===== src/rtl/tamad_pkg.sv =====
// ----------------------------------------------------------------------------
// tamad_pkg: shared constants for the three-axis moving average unit
// Default sizes, register reset value and operation codes.
// ----------------------------------------------------------------------------
`default_nettype none

package tamad_pkg;

    localparam int WINDOW_LOG2_DEF = 5;   // 32-deep boxcar window
    localparam int SAMPLE_BITS_DEF = 13;  // signed sample width

    localparam int          THRESH_BITS  = 12;
    localparam logic [11:0] THRESH_RESET = 12'd2;

    // operation codes (carried on s_tuser)
    localparam logic OP_SAMPLE = 1'b0;
    localparam logic OP_REPORT = 1'b1;

endpackage

`default_nettype wire


===== src/rtl/tamad_cell.sv =====
// ----------------------------------------------------------------------------
// tamad_cell: one window slot
// Holds one x/y/z sample and passes it to the next slot on each shift.
// ----------------------------------------------------------------------------
`default_nettype none

module tamad_cell
    import tamad_pkg::*;
#(
    parameter int SAMPLE_BITS = SAMPLE_BITS_DEF
)
(
    input  wire logic                     clk,
    input  wire logic                     rst_n,
    input  wire logic                     shift_en,
    input  wire logic [3*SAMPLE_BITS-1:0] xyz_in,   // x, y, z from bit 0 up
    output logic      [3*SAMPLE_BITS-1:0] xyz_out
);

    logic [3*SAMPLE_BITS-1:0] xyz_reg;
    logic [3*SAMPLE_BITS-1:0] xyz_next;

    assign xyz_next = shift_en ? xyz_in : xyz_reg;

    // window starts out all zeros
    always_ff @(posedge clk or negedge rst_n)
    begin
        if (!rst_n)
        begin
            xyz_reg <= '0;
        end
        else
        begin
            xyz_reg <= xyz_next;
        end
    end

    assign xyz_out = xyz_reg;

endmodule

`default_nettype wire


===== src/rtl/tamad_out.sv =====
// ----------------------------------------------------------------------------
// tamad_out: report formatting and output skid stage
// Floors the sums to averages, checks the dead zone, buffers two results.
// ----------------------------------------------------------------------------
`default_nettype none

module tamad_out
    import tamad_pkg::*;
#(
    parameter int SAMPLE_BITS = SAMPLE_BITS_DEF,
    parameter int WINDOW_LOG2 = WINDOW_LOG2_DEF,
    parameter int SUM_W       = SAMPLE_BITS + WINDOW_LOG2,
    parameter int M_DATA_W    = ((3 * SAMPLE_BITS + 1 + 7) / 8) * 8
)
(
    input  wire logic                   clk,
    input  wire logic                   rst_n,
    input  wire logic                   push,
    input  wire logic [SUM_W-1:0]       sum_x,
    input  wire logic [SUM_W-1:0]       sum_y,
    input  wire logic [SUM_W-1:0]       sum_z,
    input  wire logic [THRESH_BITS-1:0] thresh,
    output logic                        in_ready,
    output logic                        m_tvalid,
    input  wire logic                   m_tready,
    output logic [M_DATA_W-1:0]         m_tdata
);

    localparam int DATA_W = 3 * SAMPLE_BITS + 1;
    localparam int CMP_W  = ((SAMPLE_BITS > THRESH_BITS) ? SAMPLE_BITS : THRESH_BITS) + 2;

    logic [SAMPLE_BITS-1:0]   avg_x;
    logic [SAMPLE_BITS-1:0]   avg_y;
    logic [SAMPLE_BITS-1:0]   avg_z;
    logic signed [CMP_W-1:0]  ax_ext;
    logic signed [CMP_W-1:0]  ay_ext;
    logic signed [CMP_W-1:0]  th_pos;
    logic signed [CMP_W-1:0]  th_neg;
    logic                     moved;
    logic [DATA_W-1:0]        result;

    logic                     out_valid_reg;
    logic [DATA_W-1:0]        out_data_reg;
    logic                     skid_valid_reg;
    logic [DATA_W-1:0]        skid_data_reg;

    // floor(sum / 2^WINDOW_LOG2) is just the upper bits of the sum
    assign avg_x = sum_x[SUM_W-1 -: SAMPLE_BITS];
    assign avg_y = sum_y[SUM_W-1 -: SAMPLE_BITS];
    assign avg_z = sum_z[SUM_W-1 -: SAMPLE_BITS];

    assign ax_ext = {{(CMP_W - SAMPLE_BITS){avg_x[SAMPLE_BITS-1]}}, avg_x};
    assign ay_ext = {{(CMP_W - SAMPLE_BITS){avg_y[SAMPLE_BITS-1]}}, avg_y};
    assign th_pos = {{(CMP_W - THRESH_BITS){1'b0}}, thresh};
    assign th_neg = -th_pos;

    assign moved = (ax_ext > th_pos) || (ax_ext < th_neg) ||
                   (ay_ext > th_pos) || (ay_ext < th_neg);

    assign result = {moved, avg_z, avg_y, avg_x};

    assign in_ready = !skid_valid_reg;

    always_ff @(posedge clk or negedge rst_n)
    begin
        if (!rst_n)
        begin
            out_valid_reg  <= 1'b0;
            skid_valid_reg <= 1'b0;
        end
        else
        begin
            if (!out_valid_reg || m_tready)
            begin
                // output slot frees up: refill from skid first, then from new push
                if (skid_valid_reg)
                begin
                    out_valid_reg  <= 1'b1;
                    skid_valid_reg <= 1'b0;
                end
                else
                begin
                    out_valid_reg <= push;
                end
            end
            else if (push)
            begin
                skid_valid_reg <= 1'b1;
            end
        end
    end

    always_ff @(posedge clk)
    begin
        if (!out_valid_reg || m_tready)
        begin
            out_data_reg <= skid_valid_reg ? skid_data_reg : result;
        end
        if (out_valid_reg && !m_tready && push)
        begin
            skid_data_reg <= result;
        end
    end

    assign m_tvalid = out_valid_reg;
    assign m_tdata  = M_DATA_W'(out_data_reg);

endmodule

`default_nettype wire


===== src/rtl/three_axis_moving_average_deadzone_unit.sv =====
// ----------------------------------------------------------------------------
// three_axis_moving_average_deadzone_unit: 3-axis boxcar average, dead zone
//
// Input stream (s_*): one transfer per item. s_tuser = operation
// (OP_SAMPLE pushes x/y/z into the window, OP_REPORT asks for a result).
// Output stream (m_*): one transfer per report, carrying the floored window
// averages of x, y, z and the moved flag.
// Window: a chain of 2^WINDOW_LOG2 slot cells; every sample shifts the chain
// by one, the cell dropping off the end is the oldest sample and is taken
// back out of the running sums in the same cycle.
// Throughput: one item per cycle while s_tready is high, set by the single
// add/subtract per axis on the sum registers. A report is registered in the
// output or skid register and reflects every sample accepted before it.
// Stall: a two-entry output stage (register plus skid) absorbs results; with
// both entries full s_tready drops until the receiver takes one.
// Reset: window, sums and output stage clear, move_threshold returns to 2.
// cfg_we writes move_threshold; write it only while the block is idle.
// ----------------------------------------------------------------------------
`default_nettype none

module three_axis_moving_average_deadzone_unit
    import tamad_pkg::*;
#(
    parameter int WINDOW_LOG2 = WINDOW_LOG2_DEF,
    parameter int SAMPLE_BITS = SAMPLE_BITS_DEF,
    parameter int S_DATA_W    = ((3 * SAMPLE_BITS + 7) / 8) * 8,
    parameter int M_DATA_W    = ((3 * SAMPLE_BITS + 1 + 7) / 8) * 8
)
(
    input  wire logic                   clk,
    input  wire logic                   rst_n,
    // configuration: move_threshold
    input  wire logic                   cfg_we,
    input  wire logic [THRESH_BITS-1:0] cfg_wdata,
    // input stream
    input  wire logic                   s_tvalid,
    output logic                        s_tready,
    input  wire logic [S_DATA_W-1:0]    s_tdata,   // sample_x, sample_y, sample_z, zero pad
    input  wire logic                   s_tuser,   // operation
    // output stream
    output logic                        m_tvalid,
    input  wire logic                   m_tready,
    output logic [M_DATA_W-1:0]         m_tdata    // avg_x, avg_y, avg_z, moved, zero pad
);

    localparam int DEPTH  = 1 << WINDOW_LOG2;
    localparam int SUM_W  = SAMPLE_BITS + WINDOW_LOG2;
    localparam int XYZ_W  = 3 * SAMPLE_BITS;

    logic                   in_ready;
    logic                   s_xfer;
    logic                   sample_xfer;
    logic                   report_xfer;

    logic [THRESH_BITS-1:0] thresh_reg;
    logic [THRESH_BITS-1:0] thresh_next;

    // chain taps: tap[0] is the incoming sample, tap[DEPTH] the oldest
    logic [XYZ_W-1:0]       tap [DEPTH+1];

    logic [SAMPLE_BITS-1:0] new_x, new_y, new_z;
    logic [SAMPLE_BITS-1:0] old_x, old_y, old_z;

    logic [SUM_W-1:0]       sum_x_reg, sum_y_reg, sum_z_reg;
    logic [SUM_W-1:0]       sum_x_next, sum_y_next, sum_z_next;

    assign s_tready    = in_ready;
    assign s_xfer      = s_tvalid && in_ready;
    assign sample_xfer = s_xfer && (s_tuser == OP_SAMPLE);
    assign report_xfer = s_xfer && (s_tuser == OP_REPORT);

    // threshold register
    assign thresh_next = cfg_we ? cfg_wdata : thresh_reg;

    always_ff @(posedge clk or negedge rst_n)
    begin
        if (!rst_n)
        begin
            thresh_reg <= THRESH_RESET;
        end
        else
        begin
            thresh_reg <= thresh_next;
        end
    end

    // window: shift chain of slot cells
    assign tap[0] = s_tdata[XYZ_W-1:0];

    for (genvar i = 0; i < DEPTH; i++)
    begin : g_cell
        tamad_cell #(
            .SAMPLE_BITS (SAMPLE_BITS)
        ) u_cell (
            .clk      (clk),
            .rst_n    (rst_n),
            .shift_en (sample_xfer),
            .xyz_in   (tap[i]),
            .xyz_out  (tap[i+1])
        );
    end

    assign new_x = tap[0][SAMPLE_BITS-1:0];
    assign new_y = tap[0][2*SAMPLE_BITS-1:SAMPLE_BITS];
    assign new_z = tap[0][3*SAMPLE_BITS-1:2*SAMPLE_BITS];
    assign old_x = tap[DEPTH][SAMPLE_BITS-1:0];
    assign old_y = tap[DEPTH][2*SAMPLE_BITS-1:SAMPLE_BITS];
    assign old_z = tap[DEPTH][3*SAMPLE_BITS-1:2*SAMPLE_BITS];

    // running sums: add the new sample, drop the one leaving the window
    always_comb
    begin
        sum_x_next = sum_x_reg;
        sum_y_next = sum_y_reg;
        sum_z_next = sum_z_reg;
        if (sample_xfer)
        begin
            sum_x_next = sum_x_reg
                       + {{WINDOW_LOG2{new_x[SAMPLE_BITS-1]}}, new_x}
                       - {{WINDOW_LOG2{old_x[SAMPLE_BITS-1]}}, old_x};
            sum_y_next = sum_y_reg
                       + {{WINDOW_LOG2{new_y[SAMPLE_BITS-1]}}, new_y}
                       - {{WINDOW_LOG2{old_y[SAMPLE_BITS-1]}}, old_y};
            sum_z_next = sum_z_reg
                       + {{WINDOW_LOG2{new_z[SAMPLE_BITS-1]}}, new_z}
                       - {{WINDOW_LOG2{old_z[SAMPLE_BITS-1]}}, old_z};
        end
    end

    always_ff @(posedge clk or negedge rst_n)
    begin
        if (!rst_n)
        begin
            sum_x_reg <= '0;
            sum_y_reg <= '0;
            sum_z_reg <= '0;
        end
        else
        begin
            sum_x_reg <= sum_x_next;
            sum_y_reg <= sum_y_next;
            sum_z_reg <= sum_z_next;
        end
    end

    // report path and output buffering
    tamad_out #(
        .SAMPLE_BITS (SAMPLE_BITS),
        .WINDOW_LOG2 (WINDOW_LOG2),
        .SUM_W       (SUM_W),
        .M_DATA_W    (M_DATA_W)
    ) u_out (
        .clk      (clk),
        .rst_n    (rst_n),
        .push     (report_xfer),
        .sum_x    (sum_x_reg),
        .sum_y    (sum_y_reg),
        .sum_z    (sum_z_reg),
        .thresh   (thresh_reg),
        .in_ready (in_ready),
        .m_tvalid (m_tvalid),
        .m_tready (m_tready),
        .m_tdata  (m_tdata)
    );

    // ------------------------------------------------------------------
    // checks
    // ------------------------------------------------------------------

    // back-pressure only while a result is pending
    a_ready_low_needs_result: assert property (
        @(posedge clk) disable iff (!rst_n)
        !s_tready |-> m_tvalid
    ) else $error("s_tready low with no pending result");

    // a report into an empty output stage appears next cycle
    a_report_shows: assert property (
        @(posedge clk) disable iff (!rst_n)
        (report_xfer && !m_tvalid) |=> m_tvalid
    ) else $error("report did not reach the output stage");

    // a sample never produces a result
    a_sample_silent: assert property (
        @(posedge clk) disable iff (!rst_n)
        (sample_xfer && !m_tvalid) |=> !m_tvalid
    ) else $error("sample produced an output transfer");

    // an empty window sums to zero right after reset
    a_sum_reset: assert property (
        @(posedge clk)
        !rst_n |=> (sum_x_reg == '0 && sum_y_reg == '0 && sum_z_reg == '0) || rst_n
    ) else $error("sums not cleared by reset");

endmodule

`default_nettype wire


===== config.mk =====
export PLATFORM = sky130hd
export DESIGN_NAME = three_axis_moving_average_deadzone_unit
export DESIGN_NICKNAME = d
export VERILOG_FILES = /design/src/rtl/tamad_pkg.sv /design/src/rtl/tamad_cell.sv /design/src/rtl/tamad_out.sv /design/src/rtl/three_axis_moving_average_deadzone_unit.sv
export SDC_FILE = /design/constraint.sdc
export NUM_CORES = 2
export LEC_CHECK = 0
export ABC_AREA = 1
export BUFFER_PORTS_ARGS = -buffer_cell sky130_fd_sc_hd__buf_4
export CORE_MARGIN = 2
export CORE_UTILIZATION = 35
export CTS_CLUSTER_SIZE = 16
export DETAILED_ROUTE_END_ITERATION = 8
export GPL_TIMING_DRIVEN = 0
export HOLD_SLACK_MARGIN = 0.1
export REMOVE_ABC_BUFFERS = 1
export SLEW_MARGIN = 20
export SYNTH_ARGS = -nofsm -noshare
export SYNTH_HDL_FRONTEND = slang
export SYNTH_SLANG_ARGS = --single-unit

===== constraint.sdc =====
create_clock -name clk -period 3.53 [get_ports clk]
set_input_delay 0.5295 -clock clk [delete_from_list [all_inputs] [get_ports clk]]
set_output_delay 0.5295 -clock clk [all_outputs]
set_load 0.05 [all_outputs]

# [Word-level counts from Yosys, hierarchy flattened]
# Cells that the tools add are included.
[classes] addsub=7 reduce_logical=13 shifts=0 bitwise_logic=1 n_mul=0 n_eq_ne=0 order_cmp=4 div_mod_pow=0 mux=4
[ops] op="adder 18 bit" n=3
[ops] op="subtractor 18 bit" n=3
[ops] op="two-way mux 40 bit" n=1
[ops] op="< comparator 13 x 15 -> 1 bit" n=2
[ops] op="> comparator 13 bit" n=2
[ops] op="negation 12 -> 15 bit" n=1
[ops] op="logical AND 1 bit" n=5
[ops] op="logical OR 1 bit" n=4
[ops] op="zero test 1 bit" n=3
[ops] op="two-way mux 1 bit" n=3
[ops] op="nonzero test 2 bit" n=1
[ops] op="NOT 1 bit" n=1
[word_totals] reg_bits=1396 output_inout_bits=42 latchBits=0 n_memories=0 rom_bits=0 ram_bits=0 in_bits=58

# [Logic depth before layout (Yosys ltp)]
[depth] ltp_word=6 mapped_depth=19 depth_no_buf=19

# [Modules after synthesis]
# From an unflattened synthesis, not the netlist that was laid out.
[unflattened] hier_cells=6788 hier_area_um2=58623.7
[modules_own_cells] mod="tamad_cell" instances=32 cells_each=165 seq_area_each_um2=975.9 area_each_um2=1466.4
[modules_own_cells] mod="three_axis_moving_average_deadzone_unit" instances=1 cells_each=1009 seq_area_each_um2=1652.8 area_each_um2=7026.7
[modules_own_cells] mod="tamad_out" instances=1 cells_each=499 seq_area_each_um2=2452.4 area_each_um2=4672.0

# [Worst setup path before layout]
# No wires, ideal clock.
[synth_path] path_kind="register to register" from="register u_out.out_valid_reg, in the netlist u_out.m_tvalid" to="register u_out.skid_data_reg[0], enable pin" path_buffers=0 path_slack_ns=-0.398 arrival_time_ns=3.490 t_required_ns=3.093 path_stages_with_launch=3 setup_ns=0.437 period_less_slack_ns=3.928 cell_sequence="dfrtp_1 -> nand2_1 -> nor2_1"
[synth_between] elab_chain_len=2
[synth_lines] item="from (decl)" line="tamad_out.sv:42" rtl="logic out_valid_reg;"
[synth_lines] item="from (signal assigned)" line="tamad_out.sv:83" rtl="out_valid_reg <= push;"
[synth_lines] item="logical AND 1 bit (2 in a row)" line="tamad_out.sv:99" rtl="if (out_valid_reg && !m_tready && push)"
[synth_lines] item="to (signal assigned)" line="tamad_out.sv:101" rtl="skid_data_reg <= result;"
[synth_lines] item="to (decl)" line="tamad_out.sv:45" rtl="logic [DATA_W-1:0] skid_data_reg;"
# Every way passes these cells.
# A chain may end at the register's enable or synchronous reset.

# [Worst setup path after layout]
[layout_path] from="input port s_tvalid" to="register sum_y_reg[16]"
[layout_between] elab_chain_len=2
[layout_lines] item="from (decl)" line="three_axis_moving_average_deadzone_unit.sv:36" rtl="input wire logic s_tvalid,"
[layout_lines] item="logical AND 1 bit" line="three_axis_moving_average_deadzone_unit.sv:68" rtl="assign s_xfer = s_tvalid && in_ready;"
[layout_lines] item="logical AND 1 bit" line="three_axis_moving_average_deadzone_unit.sv:69" rtl="assign sample_xfer = s_xfer && (s_tuser == OP_SAMPLE);"
[layout_lines] item="to (signal assigned)" line="three_axis_moving_average_deadzone_unit.sv:141" rtl="sum_y_reg <= sum_y_next;"
[layout_lines] item="to (decl)" line="three_axis_moving_average_deadzone_unit.sv:64" rtl="logic [SUM_W-1:0] sum_x_reg, sum_y_reg, sum_z_reg;"
# Every way passes these cells.

==> results.cfg <==
[status]
outcome = finished, violations left
failed_checks = negative hold slack

[placement]
gp_congestion = 0.806
port_buffers = 98
dpl.hpwl_um = 71600

[timing]
period_minus_slack_ns = 3.32
finalSetupViolations = 0
relSlewSlack_pct = 39.2
drv_slew = 0
clock_skew_ns = 0.0270
tightest_slew_ns = 0.902
hold_viol = 134
max_freq_mhz = 301
post-route-period-util_pct = 94.1
rsz0062_at_grt = false
holdWs_ns = -0.245

[yosys]
ys_types = 42
ys_ff_latch = 1396
synth_top_family_by_area = simple AND/OR/NAND/NOR gates
synth-async-reset-ratio_pct = 94.3
synth-seq-area-share_pct = 61.8
synthMuxAreaShare_pct = 0
synth-xor-area-share_pct = 0.245
synth_area_um2 = 57200
synth_flop_cell = dfrtp_1
synth_edf_count = 80
syn_inst = 6428
synth_area_per_cell_um2 = 8.89
synth_warnings = 0
synth_compound_area_share_pct = 4.62
synth-simple-area-share_pct = 24.8
synthAdderAreaFrac_pct = 4.00

[route]
drc_errors = 0
antenna_left = 0
wl_per_cell_um = 12.8
drt-vias-per-instance = 4.45
vias = 39400
wl_um = 114000
dr.pass1.iters = 8
drt_iter0_markers = 3128

[floorplan]
io_pins = 100
die_x_um = 408
initial_core_util_pct = 35.2
core_area_um2 = 162000
die-area_um2 = 167000
rows = 148
die_h_um = 408

[clock_tree]
clk_latency_ns = 0.77
root_buffer = clkbuf_16
cts_tree = yes
cts_buffers = 156
hold_buffers = 35
cts.sinks = 1396
clk_path_buf_depth = 3
path_clk_slew_ns = 0.06
h-tree-depth = 4

[grt]
first_global_vias = 38400
grt_usage_pct = 14.0
grt_pass1_wl_um = 197000
grt_max_degree = 151
overflow = 0
antenna_found_initial = 0

[power_and_ir_drop]
powerDensity_nw_per_um2 = 678
p_leak_nw = 35.8
total_power_mw = 45.2
vdd_drop_max_v = 0.000509

[setup_path]
crit_fanout = 120
path_buf_inv = 12
crit_path_frequent_cell = buf_4
r2r_slack_ns = 0.22
cp_top_family = buffers and inverters
crit_path_top_delay_cell = dlygate4sd3_1
crit_type = in2reg
start_kind = input port
timing.rr.start = u_out.skid_valid_reg
cp_cell_sequence = dlygate4sd3_1, buf_4, inv_1, nor3_4, buf_6, buf_4, buf_4, buf_4, buf_4, buf_8, inv_12, buf_16, buf_16, a21oi_1, o21ai_0, o21ai_0
crit_required_ns = 4.15
cp_slowest_stage_delay_ns = 0.54
arrival_ns = 3.94
cp-startpoint = s_tvalid
end_kind = flop

[layout]
drive_gt1_share_pct = 7.81
largest_reg_flops = 1248
fin_nets = 6772
fillers = 16000
area_growth_pct = 16.8

[flow_run]
drv_cap = 0

[worst_hold_path]
hp-class = in2async
==> power breakdown <==
group          internal [mW]  leakage (nW)  switching [mW]
Sequential              18.4          18.7            1.24
Clock                   9.45          2.54            6.74
Combinational           3.27          14.6            6.16
Total                   31.1          35.8            14.1
==> cells in the final DEF, fill, tap and decap left out, types with 18 or more instances in the layout <==
| cell type | n |
|---|---|
| a21oi_1 | 108 |
| buf_16 | 25 |
| buf_4 | 181 |
| buf_6 | 26 |
| clkbuf_1 | 41 |
| clkbuf_16 | 158 |
| clkbuf_8 | 31 |
| clkinv_2 | 23 |
| dfrtp_1 | 1314 |
| dlygate4sd3_1 | 35 |
| edfxtp_1 | 80 |
| fa_1 | 51 |
| ha_1 | 101 |
| inv_1 | 346 |
| nand2_1 | 3575 |
| nand3_1 | 51 |
| nor2_1 | 34 |
| nor3_1 | 18 |
| o21ai_0 | 328 |
| o21ai_1 | 20 |
==> final timing paths <==
| check | to | depth (start not counted) |
|---|---|---|
| worst max-delay path | sum_y_reg[16] | 16 |
| worst max register to register | sum_y_reg[16] | 13 |
| min in group clk | g_cell[0].u_cell.xyz_out[14] | 3 |
| worst min-delay path | g_cell[7].u_cell.xyz_out[0] | 2 |
| max in group asynchronous | g_cell[19].u_cell.xyz_out[37] | 6 |
| worst min register to register | u_out.skid_data_reg[34] | 0 |
==> through the flow <==
| stage | worst slack [ns] | TNS [ns] | cell area [um2] | utilization (%) | cells |
|---|---|---|---|---|---|
| after floorplan | -339.07 | - | 55900 | - | 6128 |
| after global placement | -782.43 | - | 59300 | 36.5 | 8401 |
| after detailed placement | -0.810 | -412.53 | 61000 | 37.5 | 8537 |
| after CTS | 0.00890 | 0 | 66700 | 41.1 | 8863 |
| after global routing | 0.00565 | 0 | 66800 | 41.1 | 8863 |
| final | 0.209 | 0 | 66800 | 41.1 | 8864 |
==> Yosys cell counts, types with 8 or more instances <==
master	n	area (um2)
nand2_1	3576	13400
a21oi_1	109	546
o21ai_0	328	1640
xnor2_1	9	78.8
ha_1	101	1260
dfrtp_1	1315	32900
nor3_1	19	95.1
o21bai_1	8	60.1
clkbuf_1	173	649
inv_1	347	1300
edfxtp_1	80	2400
nor2_1	35	131
buf_2	122	611
nand3_1	51	255
fa_1	51	1020
o21ai_1	20	100
==> logic make-up after synthesis <==
family	after synthesis
and+or+nand+nor	3712
xor gates and xnor gates	16
DFF	1396
buffers and inverters	650
AOI/OAI and AO/OA	502
adders and majority gates	152
==> per-layer routing <==
| metal | wire, um | vias to the layer above | track usage (%) |
|---|---|---|---|
| met5 | 0 | - | 0 |
| met4 | 2270 | 0 | 3.80 |
| met3 | 3540 | 155 | 2.45 |
| met2 | 50300 | 406 | 21.4 |
| met1 | 57700 | 18900 | 20.4 |
| li1 | - | 20000 | - |
==> final cells by class <==
cell class                      count  area (um2)  area share [%]
Sequential cell                  1396       35300            52.9
Multi-Input combinational cell   4382       19300            28.9
Clock buffer                      228        4480            6.72
Timing Repair Buffer              276        2920            4.37
Tap cell                         2175        2720            4.08
Inverter                          350        1330            1.99
Clock inverter                     56         713            1.07
Antenna cell                        1        2.50         0.00375
==> timing repair <==
action,4_1_cts,5_1_grt
setup endpoints to repair,824,652
endpoints found under the hold margin,167,134
setup buffers,2,0
gates resized for setup,4,5
cloned,5,2
(Power assumes the default switching activity.)
